`src/sv/afr_pkg.sv`:
```
// Shared types, constants and the CRC-16/MODBUS byte update for the alarm frame receiver.
// Used by every module of the block; depends on nothing.
package afr_pkg;

    // Parser phase: which byte of the frame comes next
    typedef enum logic [2:0] {
        PH_DEST,
        PH_COUNT,
        PH_STATION,
        PH_STATE,
        PH_UNIT,
        PH_CODE,
        PH_CRC_LO,
        PH_CRC_HI
    } phase_t;

    localparam logic [15:0] CRC_INIT = 16'hFFFF;
    localparam logic [15:0] CRC_POLY = 16'hA001;

    localparam logic KIND_ENTRY = 1'b0;
    localparam logic KIND_END   = 1'b1;

    localparam logic [1:0] STATUS_OK   = 2'd0;
    localparam logic [1:0] STATUS_CRC  = 2'd1;
    localparam logic [1:0] STATUS_ADDR = 2'd2;

    // Depth of the queue between the parser and the result stage
    localparam int QUEUE_DEPTH = 4;
    localparam int QPTR_W      = $clog2(QUEUE_DEPTH);
    localparam int QCNT_W      = $clog2(QUEUE_DEPTH + 1);

    // Classified word passed from the parser to the result stage
    typedef struct packed {
        logic       kind;
        logic [7:0] station;
        logic [7:0] state;
        logic [7:0] index;
        logic [7:0] unit;
        logic [7:0] code;
        logic [7:0] count;
        logic       crc_bad;
        logic       addr_bad;
    } rec_t;

    // One byte of CRC-16/MODBUS, reflected, LSB first
    function automatic logic [15:0] crc_byte(input logic [15:0] crc_in, input logic [7:0] b);
        logic [15:0] c;
        c = crc_in ^ {8'h00, b};
        for (int k = 0; k < 8; k++) begin
            if (c[0])
                c = (c >> 1) ^ CRC_POLY;
            else
                c = c >> 1;
        end
        return c;
    endfunction

endpackage

```
`src/sv/afr_front.sv`:
```
// Front end of the alarm frame receiver: byte parser, CRC accumulator and word classifier.
// Depends on afr_pkg; feeds afr_queue.
module afr_front (
    input  logic            clk,
    input  logic            rst_n,
    input  logic            accept,
    input  logic [7:0]      rx_byte,
    input  logic [7:0]      own_address,
    output logic            rec_push,
    output afr_pkg::rec_t   rec
);

    afr_pkg::phase_t phase_reg, phase_next;
    logic [15:0] crc_reg, crc_next, crc_upd;
    logic [7:0]  dest_reg, dest_next;
    logic [7:0]  count_reg, count_next;
    logic [7:0]  left_reg, left_next;
    logic [7:0]  station_reg, station_next;
    logic [7:0]  state_reg, state_next;
    logic [7:0]  unit_reg, unit_next;
    logic [7:0]  index_reg, index_next;

    assign crc_upd = afr_pkg::crc_byte(crc_reg, rx_byte);

    // Advance the phase on each accepted byte
    always_comb
    begin
        phase_next = phase_reg;
        if (accept)
        begin
            case (phase_reg)
                afr_pkg::PH_DEST:    phase_next = afr_pkg::PH_COUNT;
                afr_pkg::PH_COUNT:   phase_next = afr_pkg::PH_STATION;
                afr_pkg::PH_STATION: phase_next = afr_pkg::PH_STATE;
                afr_pkg::PH_STATE:
                    phase_next = (left_reg == 8'd0) ? afr_pkg::PH_CRC_LO : afr_pkg::PH_UNIT;
                afr_pkg::PH_UNIT:    phase_next = afr_pkg::PH_CODE;
                afr_pkg::PH_CODE:
                    phase_next = (left_reg == 8'd1) ? afr_pkg::PH_CRC_LO : afr_pkg::PH_UNIT;
                afr_pkg::PH_CRC_LO:  phase_next = afr_pkg::PH_CRC_HI;
                afr_pkg::PH_CRC_HI:  phase_next = afr_pkg::PH_DEST;
                default:             phase_next = afr_pkg::PH_DEST;
            endcase
        end
    end

    // Capture header and entry bytes, run the CRC
    always_comb
    begin
        crc_next     = crc_reg;
        dest_next    = dest_reg;
        count_next   = count_reg;
        left_next    = left_reg;
        station_next = station_reg;
        state_next   = state_reg;
        unit_next    = unit_reg;
        index_next   = index_reg;
        if (accept)
        begin
            crc_next = crc_upd;
            case (phase_reg)
                afr_pkg::PH_DEST:    dest_next = rx_byte;
                afr_pkg::PH_COUNT:
                begin
                    count_next = rx_byte;
                    left_next  = rx_byte;
                    index_next = 8'd0;
                end
                afr_pkg::PH_STATION: station_next = rx_byte;
                afr_pkg::PH_STATE:   state_next = rx_byte;
                afr_pkg::PH_UNIT:    unit_next = rx_byte;
                afr_pkg::PH_CODE:
                begin
                    index_next = index_reg + 8'd1;
                    left_next  = left_reg - 8'd1;
                end
                afr_pkg::PH_CRC_HI:  crc_next = afr_pkg::CRC_INIT;
                default:             crc_next = crc_upd;
            endcase
        end
    end

    // Classify: emit a word on each alarm code byte and on the last CRC byte
    always_comb
    begin
        rec          = '0;
        rec.station  = station_reg;
        rec.state    = state_reg;
        rec.count    = count_reg;
        rec.index    = index_reg;
        rec.unit     = unit_reg;
        rec.code     = rx_byte;
        rec.crc_bad  = (crc_upd != 16'd0);
        rec.addr_bad = (dest_reg != own_address);
        rec_push     = 1'b0;
        case (phase_reg)
            afr_pkg::PH_CODE:
            begin
                rec.kind = afr_pkg::KIND_ENTRY;
                rec_push = accept;
            end
            afr_pkg::PH_CRC_HI:
            begin
                rec.kind = afr_pkg::KIND_END;
                rec_push = accept;
            end
            default:
            begin
                rec.kind = afr_pkg::KIND_ENTRY;
                rec_push = 1'b0;
            end
        endcase
    end

    always_ff @(posedge clk or negedge rst_n)
    begin
        if (!rst_n)
        begin
            phase_reg   <= afr_pkg::PH_DEST;
            crc_reg     <= afr_pkg::CRC_INIT;
            dest_reg    <= 8'd0;
            count_reg   <= 8'd0;
            left_reg    <= 8'd0;
            station_reg <= 8'd0;
            state_reg   <= 8'd0;
            unit_reg    <= 8'd0;
            index_reg   <= 8'd0;
        end
        else
        begin
            phase_reg   <= phase_next;
            crc_reg     <= crc_next;
            dest_reg    <= dest_next;
            count_reg   <= count_next;
            left_reg    <= left_next;
            station_reg <= station_next;
            state_reg   <= state_next;
            unit_reg    <= unit_next;
            index_reg   <= index_next;
        end
    end

    // A frame-end word restarts the parser and the CRC
    a_end_restarts: assert property (@(posedge clk) disable iff (!rst_n)
        rec_push && rec.kind == afr_pkg::KIND_END |=>
            phase_reg == afr_pkg::PH_DEST && crc_reg == afr_pkg::CRC_INIT)
        else $error("frame end did not restart the parser");

    // An entry word leaves the entry counter one lower
    a_entry_count: assert property (@(posedge clk) disable iff (!rst_n)
        rec_push && rec.kind == afr_pkg::KIND_ENTRY |=> left_reg == $past(left_reg) - 8'd1)
        else $error("entry counter did not step");

endmodule

```
`src/sv/afr_queue.sv`:
```
// Short queue of classified words between the parser and the result stage.
// Depends on afr_pkg.
module afr_queue (
    input  logic            clk,
    input  logic            rst_n,
    input  logic            push,
    input  afr_pkg::rec_t   push_rec,
    output logic            full,
    input  logic            pop,
    output afr_pkg::rec_t   pop_rec,
    output logic            not_empty
);

    afr_pkg::rec_t                 mem [afr_pkg::QUEUE_DEPTH];
    logic [afr_pkg::QPTR_W-1:0]    wr_ptr_reg, wr_ptr_next;
    logic [afr_pkg::QPTR_W-1:0]    rd_ptr_reg, rd_ptr_next;
    logic [afr_pkg::QCNT_W-1:0]    count_reg, count_next;
    logic                          do_push, do_pop;

    localparam logic [afr_pkg::QPTR_W-1:0] PTR_LAST = afr_pkg::QPTR_W'(afr_pkg::QUEUE_DEPTH - 1);
    localparam logic [afr_pkg::QCNT_W-1:0] CNT_FULL = afr_pkg::QCNT_W'(afr_pkg::QUEUE_DEPTH);

    assign full      = (count_reg == CNT_FULL);
    assign not_empty = (count_reg != '0);
    assign do_push   = push && !full;
    assign do_pop    = pop && not_empty;
    assign pop_rec   = mem[rd_ptr_reg];

    // Advance pointers and fill level
    always_comb
    begin
        wr_ptr_next = wr_ptr_reg;
        rd_ptr_next = rd_ptr_reg;
        count_next  = count_reg;
        if (do_push)
            wr_ptr_next = (wr_ptr_reg == PTR_LAST) ? '0 : wr_ptr_reg + 1'b1;
        if (do_pop)
            rd_ptr_next = (rd_ptr_reg == PTR_LAST) ? '0 : rd_ptr_reg + 1'b1;
        if (do_push && !do_pop)
            count_next = count_reg + 1'b1;
        else if (do_pop && !do_push)
            count_next = count_reg - 1'b1;
    end

    always_ff @(posedge clk or negedge rst_n)
    begin
        if (!rst_n)
        begin
            wr_ptr_reg <= '0;
            rd_ptr_reg <= '0;
            count_reg  <= '0;
        end
        else
        begin
            wr_ptr_reg <= wr_ptr_next;
            rd_ptr_reg <= rd_ptr_next;
            count_reg  <= count_next;
        end
    end

    // Store the pushed word
    always_ff @(posedge clk)
    begin
        if (do_push)
            mem[wr_ptr_reg] <= push_rec;
    end

    a_no_overflow: assert property (@(posedge clk) disable iff (!rst_n)
        !(push && full))
        else $error("word pushed into a full queue");

    a_level_bound: assert property (@(posedge clk) disable iff (!rst_n)
        count_reg <= CNT_FULL)
        else $error("queue level out of range");

endmodule

```
`src/sv/afr_back.sv`:
```
// Result stage of the alarm frame receiver: resolves frame status and holds the output word.
// Depends on afr_pkg; drained from afr_queue.
module afr_back (
    input  logic            clk,
    input  logic            rst_n,
    input  logic            q_not_empty,
    input  afr_pkg::rec_t   q_rec,
    output logic            q_pop,
    input  logic            pop,
    output logic            empty,
    output logic            item_kind,
    output logic [7:0]      station_address,
    output logic [7:0]      station_state,
    output logic [7:0]      entry_index,
    output logic [7:0]      unit_offset,
    output logic [7:0]      alarm_code,
    output logic [7:0]      entry_count,
    output logic [1:0]      frame_status
);

    logic       valid_reg, valid_next;
    logic       kind_reg, kind_next;
    logic [7:0] station_reg, station_next;
    logic [7:0] state_reg, state_next;
    logic [7:0] index_reg, index_next;
    logic [7:0] unit_reg, unit_next;
    logic [7:0] code_reg, code_next;
    logic [7:0] count_reg, count_next;
    logic [1:0] status_reg, status_next;
    logic [1:0] status_end;

    // Load when the output slot is free or being drained this cycle
    assign q_pop = q_not_empty && (!valid_reg || pop);

    // CRC failure wins over address mismatch
    always_comb
    begin
        if (q_rec.crc_bad)
            status_end = afr_pkg::STATUS_CRC;
        else if (q_rec.addr_bad)
            status_end = afr_pkg::STATUS_ADDR;
        else
            status_end = afr_pkg::STATUS_OK;
    end

    // Format the next output word
    always_comb
    begin
        valid_next   = valid_reg;
        kind_next    = kind_reg;
        station_next = station_reg;
        state_next   = state_reg;
        index_next   = index_reg;
        unit_next    = unit_reg;
        code_next    = code_reg;
        count_next   = count_reg;
        status_next  = status_reg;
        if (q_pop)
        begin
            valid_next   = 1'b1;
            kind_next    = q_rec.kind;
            station_next = q_rec.station;
            state_next   = q_rec.state;
            count_next   = q_rec.count;
            if (q_rec.kind == afr_pkg::KIND_END)
            begin
                index_next  = 8'd0;
                unit_next   = 8'd0;
                code_next   = 8'd0;
                status_next = status_end;
            end
            else
            begin
                index_next  = q_rec.index;
                unit_next   = q_rec.unit;
                code_next   = q_rec.code;
                status_next = afr_pkg::STATUS_OK;
            end
        end
        else if (pop)
            valid_next = 1'b0;
    end

    always_ff @(posedge clk or negedge rst_n)
    begin
        if (!rst_n)
        begin
            valid_reg   <= 1'b0;
            kind_reg    <= afr_pkg::KIND_ENTRY;
            station_reg <= 8'd0;
            state_reg   <= 8'd0;
            index_reg   <= 8'd0;
            unit_reg    <= 8'd0;
            code_reg    <= 8'd0;
            count_reg   <= 8'd0;
            status_reg  <= afr_pkg::STATUS_OK;
        end
        else
        begin
            valid_reg   <= valid_next;
            kind_reg    <= kind_next;
            station_reg <= station_next;
            state_reg   <= state_next;
            index_reg   <= index_next;
            unit_reg    <= unit_next;
            code_reg    <= code_next;
            count_reg   <= count_next;
            status_reg  <= status_next;
        end
    end

    assign empty           = !valid_reg;
    assign item_kind       = kind_reg;
    assign station_address = station_reg;
    assign station_state   = state_reg;
    assign entry_index     = index_reg;
    assign unit_offset     = unit_reg;
    assign alarm_code      = code_reg;
    assign entry_count     = count_reg;
    assign frame_status    = status_reg;

    // Entry words never carry a status
    a_entry_status: assert property (@(posedge clk) disable iff (!rst_n)
        valid_reg && kind_reg == afr_pkg::KIND_ENTRY |-> status_reg == afr_pkg::STATUS_OK)
        else $error("entry word with nonzero status");

    // A held word is not replaced until it is taken
    a_hold_word: assert property (@(posedge clk) disable iff (!rst_n)
        valid_reg && !pop |=> valid_reg && $stable(kind_reg) && $stable(code_reg)
            && $stable(index_reg) && $stable(status_reg))
        else $error("output word changed while stalled");

endmodule

```
`src/sv/alarm_frame_receiver.sv`:
```
// Top level of the alarm frame receiver: address register, parser, queue and result stage.
// Depends on afr_pkg, afr_front, afr_queue and afr_back.
//
// Usage:
//   Bytes of a serial alarm frame enter on rx_byte; a byte is taken at a clock edge with
//   push high and full low. The frame is destination, entry count, station address,
//   station state, count pairs of (unit address, alarm code), then two CRC-16/MODBUS bytes.
//   Results leave as a queue: while empty is low the oldest word sits on the result ports
//   and is taken at an edge with pop high. One entry word follows each alarm code byte;
//   one frame-end word with frame_status follows the last CRC byte (CRC error reported
//   ahead of an address mismatch).
//   own_address is written through cfg_valid/cfg_ready/cfg_data; cfg_ready is always high.
//   Throughput: one byte per cycle while full is low, with a combinational byte CRC update.
//   Path: a result is written into the queue at the edge that takes its last byte, then
//   loaded into the output register once that is empty or being drained by pop.
//   Stall: while pop is low the output word holds and the four-word queue fills; full
//   rises once it is full, and the parser waits.
//   Reset: clears the parser to expect a destination byte, the CRC to 0xFFFF, the queue
//   and output register to empty, and own_address to 0.
module alarm_frame_receiver (
    input  logic        clk,
    input  logic        rst_n,
    input  logic        push,
    output logic        full,
    input  logic [7:0]  rx_byte,
    output logic        empty,
    input  logic        pop,
    output logic        item_kind,
    output logic [7:0]  station_address,
    output logic [7:0]  station_state,
    output logic [7:0]  entry_index,
    output logic [7:0]  unit_offset,
    output logic [7:0]  alarm_code,
    output logic [7:0]  entry_count,
    output logic [1:0]  frame_status,
    input  logic        cfg_valid,
    output logic        cfg_ready,
    input  logic [7:0]  cfg_data
);

    logic [7:0]    own_addr_reg, own_addr_next;
    logic          accept;
    logic          rec_push, q_pop, q_not_empty;
    afr_pkg::rec_t rec, q_rec;

    assign cfg_ready = 1'b1;

    // Hold the receiver address
    always_comb
    begin
        own_addr_next = own_addr_reg;
        if (cfg_valid && cfg_ready)
            own_addr_next = cfg_data;
    end

    always_ff @(posedge clk or negedge rst_n)
    begin
        if (!rst_n)
            own_addr_reg <= 8'd0;
        else
            own_addr_reg <= own_addr_next;
    end

    assign accept = push && !full;

    afr_front u_front (
        .clk         (clk),
        .rst_n       (rst_n),
        .accept      (accept),
        .rx_byte     (rx_byte),
        .own_address (own_addr_reg),
        .rec_push    (rec_push),
        .rec         (rec)
    );

    afr_queue u_queue (
        .clk       (clk),
        .rst_n     (rst_n),
        .push      (rec_push),
        .push_rec  (rec),
        .full      (full),
        .pop       (q_pop),
        .pop_rec   (q_rec),
        .not_empty (q_not_empty)
    );

    afr_back u_back (
        .clk             (clk),
        .rst_n           (rst_n),
        .q_not_empty     (q_not_empty),
        .q_rec           (q_rec),
        .q_pop           (q_pop),
        .pop             (pop),
        .empty           (empty),
        .item_kind       (item_kind),
        .station_address (station_address),
        .station_state   (station_state),
        .entry_index     (entry_index),
        .unit_offset     (unit_offset),
        .alarm_code      (alarm_code),
        .entry_count     (entry_count),
        .frame_status    (frame_status)
    );

endmodule
```
`config.mk`:
```
export PLATFORM = sky130hd
export DESIGN_NAME = alarm_frame_receiver
export DESIGN_NICKNAME = d
export VERILOG_FILES = /design/src/sv/afr_pkg.sv /design/src/sv/afr_front.sv /design/src/sv/afr_queue.sv /design/src/sv/afr_back.sv /design/src/sv/alarm_frame_receiver.sv
export SDC_FILE = /design/constraint.sdc
export NUM_CORES = 1
export LEC_CHECK = 0
export BUFFER_PORTS_ARGS = -buffer_cell sky130_fd_sc_hd__buf_2
export CORE_UTILIZATION = 40
export CTS_CLUSTER_DIAMETER = 120
export DETAILED_ROUTE_END_ITERATION = 8
export PLACE_DENSITY = 0.63
export SLEW_MARGIN = 10
export SYNTH_ARGS = -nofsm -noshare
export SYNTH_HDL_FRONTEND = slang
export SYNTH_SLANG_ARGS = --single-unit
```
`constraint.sdc`:
```
create_clock -name clk -period 2.55 [get_ports clk]
set_input_delay 0.255 -clock clk [delete_from_list [all_inputs] [get_ports clk]]
set_output_delay 0.255 -clock clk [all_outputs]
set_load 0.03 [all_outputs]
```
==> impl_metrics.ini <==
[clocking]
cts_tree = done
numCtsBuffers = 38
worstSkewPairLatency_ns = 0.53
cts_buffer_depth = 3
h-tree-depth = 2
clock_sinks = 346
cts.clk_slew.worst_paths_ns = 0.06
clockRootBuffer = clkbuf_16

[synthesis]
ys_warn_count = 0
synth_area_leaders = edfxtp_1 45%, dfrtp_1 23%, mux4_2 8.4%, mux2_2 6.2%, dfstp_2 3.1%
syn-cell-area_sq_um = 13600
synth.distinct_cells = 53
ys_top_cells_by_count = 204 x edfxtp_1, 126 x dfrtp_1, 75 x mux2_2, 56 x nand2_1, 51 x mux4_2
synth_top_area_share_pct = 45.0
syn_nets = 829
syn_area_per_cell_sq_um = 17.1
synth_edf_count = 204
synth_cells = 797
ys.flop_type = edfxtp_1
yosysSeqAreaShare_pct = 71.2
synth_seq_cells = 346
async_flop_share_pct = 41.0
yosysTopAreaCell = edfxtp_1
synth.most_common_cell = edfxtp_1

[drt]
vias = 7181
top_layer = met4
drc = 0
wire_per_inst_um = 19.4
wirelength_mm = 27.2
final_antenna_net_count = 0
m1WireLength_mm = 12.4
wl_met3_mm = 1.25
via_per_inst = 5.13
first_iter_violations = 518
drtPass1Iterations = 5
wl_met2_mm = 12.9

[worst_setup_path]
critical-path-top-delay-family = XOR/XNOR gates
cp-end-kind = flip-flop
critPathMaxFanout = 4
rr_endpoint = u_queue.mem[2][1]$_DFFE_PP_
cpPeakStageDelay_ns = 0.58
criticalPathCategory = reg -> reg
crit_required_ns = 2.76
regToRegSetupSlack_ns = -0.08
timing.rr.start = u_front.crc_reg[4]$_DFFE_PN1N_
slowest_stage = dfstp_2
critical_path_buf_inv_count = 0
rr_worst_depth = 8
cp_cell_sequence = xnor2_4, xor2_2, xnor3_2, xor2_4, ha_4, xor2_1, nor2_1, nand4_1
start_kind = flip-flop
worstPathArrival_ns = 2.83

[power_and_ir_drop]
vdd.ir_drop.worst_uv = 729
p_leak_nw = 6.08
p_per_area_nw_per_um2 = 1300

[sta]
maxSlewViolCount = 0
setup-violations-final = 4
hold_viol_final = 0
max_freq_mhz = 381
tightest_slew_ns = 0.842
setup_ws_ns = -0.0752
rsz0062_at_grt = yes
finalCriticalPeriod_ns = 2.63
slew_headroom_pct = 43.6
period_share_pct = 103
clock_skew_ns = 0.0144
tns_ns = -0.296

[floorplanning]
fp.dieH_um = 187
row_count = 67
initial_core_util_pct = 40.6
core_sq_um = 33500
die_area_sq_um = 34800
io_pins = 75
die_w_um = 187

[final_layout]
drive_above_1_share_pct = 35.3
final_cells = 1400
post-route-util_pct = 48.5
final_nets = 952
area_delta_synth_final_pct = 19.4
largest_register_ff_count = 204

[job]
maxCapViolCount = 0

[placed_design]
placed_cells = 1317
gp_congestion = 0.798
dp_hpwl_mm = 15.7
dp_slack_ns = -0.179
io_buffers = 73

[min_path]
hp-class = in -> reg
hold_end = u_back.valid_reg$_DFFE_PN0P_
hold_path_depth = 2
hold_start = pop

[run_status]
outcome = complete, but fails checks
failed_checks = setup timing

[grt]
grt_pass1_vias = 7376
antenna_found_initial = 3
grt_pass1_wl_mm = 42.8
overflow = 0
grt_start_max_net_pins = 81
grt_use_total_pct = 16.1
-- logic make-up (layout without fill, tap and decap cells) --
family          Yosys count  in the layout  share of synthesized area [%]
xor+xnor                 33             33                           2.34
other cells               1              3                         0.0275
flops                   346            346                           71.2
simple gates            145            145                           5.35
fa+ha+maj                11             11                           1.07
mux                     130            130                           14.9
buf+inv                  46            199                           1.40
compound gates           85             85                           3.70
-- how the worst max path moves through the flow --
stage	to	depth (start not counted)	startpoint	slack (ns)
finish	u_queue.mem[2][1]$_DFFE_PP_	8	u_front.crc_reg[4]$_DFFE_PN1N_	-0.08
global route	u_queue.mem[2][1]$_DFFE_PP_	8	u_front.crc_reg[4]$_DFFE_PN1N_	-0.12
CTS	u_queue.mem[2][1]$_DFFE_PP_	8	u_front.crc_reg[3]$_DFFE_PN1N_	-0.08
detailed placement	u_queue.mem[3][1]$_DFFE_PP_	8	u_front.crc_reg[5]$_DFFE_PN1N_	-0.18
global placement	u_queue.mem[0][1]$_DFFE_PP_	8	u_front.crc_reg[5]$_DFFE_PN1N_	-0.11
floorplan	u_queue.mem[0][1]$_DFFE_PP_	8	u_front.crc_reg[4]$_DFFE_PN1N_	0.007
-- report_power, final --
part	internal, mW	leakage [nW]	switching [mW]
sequential	7.72	3.53	0.914
clock	3.35	0.625	2.13
combinational	3.40	1.93	3.71
-- area by class of cell --
| cell class | count | area (sq um) |
|---|---|---|
| diodes | 2 | 5.00 |
| flip-flops and latches | 346 | 9700 |
| inverters | 9 | 33.8 |
| multi-input cells | 405 | 3840 |
| well taps | 448 | 561 |
| repair buffers | 120 | 847 |
| clock inverters | 12 | 155 |
| clock buffers | 58 | 1120 |
| fillers | 2840 | 17300 |
-- metrics by stage --
stage,total power [mW],cell area (sq um),hold slack [ns]
6_report,21.2,16300,0.00136
4_1_cts,21.3,16200,0.0000296
3_5_place_dp,15.6,14800,0.294
5_1_grt,22.3,16300,0.00398
2_1_floorplan,13.3,13600,-0.0406
3_3_place_gp,15.4,14800,0.295
-- per-layer routing --
metal | global-route usage [%] | up-vias
met5 | 0 | -
met4 | 4.79 | 0
met3 | 2.60 | 47
met2 | 25.9 | 160
met1 | 22.5 | 3717
li1 | - | 3257
-- what timing repair did --
item	in CTS	in global routing
pin swaps	6	5
setup endpoints to repair	4	4
hold buffers	9	0
buffers inserted	2	0
resized for setup	5	3
endpoints found under the hold margin	53	0
-- cell usage in the layout (no fill, tap or decap), types with 13 or more instances in the layout --
master and instances:
mux2_2 75, nor2_1 19, dfrtp_1 124, nand2_1 56
edfxtp_1 204, o21ai_0 46, buf_4 30, a21oi_1 16
buf_2 72, xor2_1 13, clkbuf_16 39, nand2b_1 24
mux4_2 51, dfstp_2 16
Power figures use the tool's default switching activity.
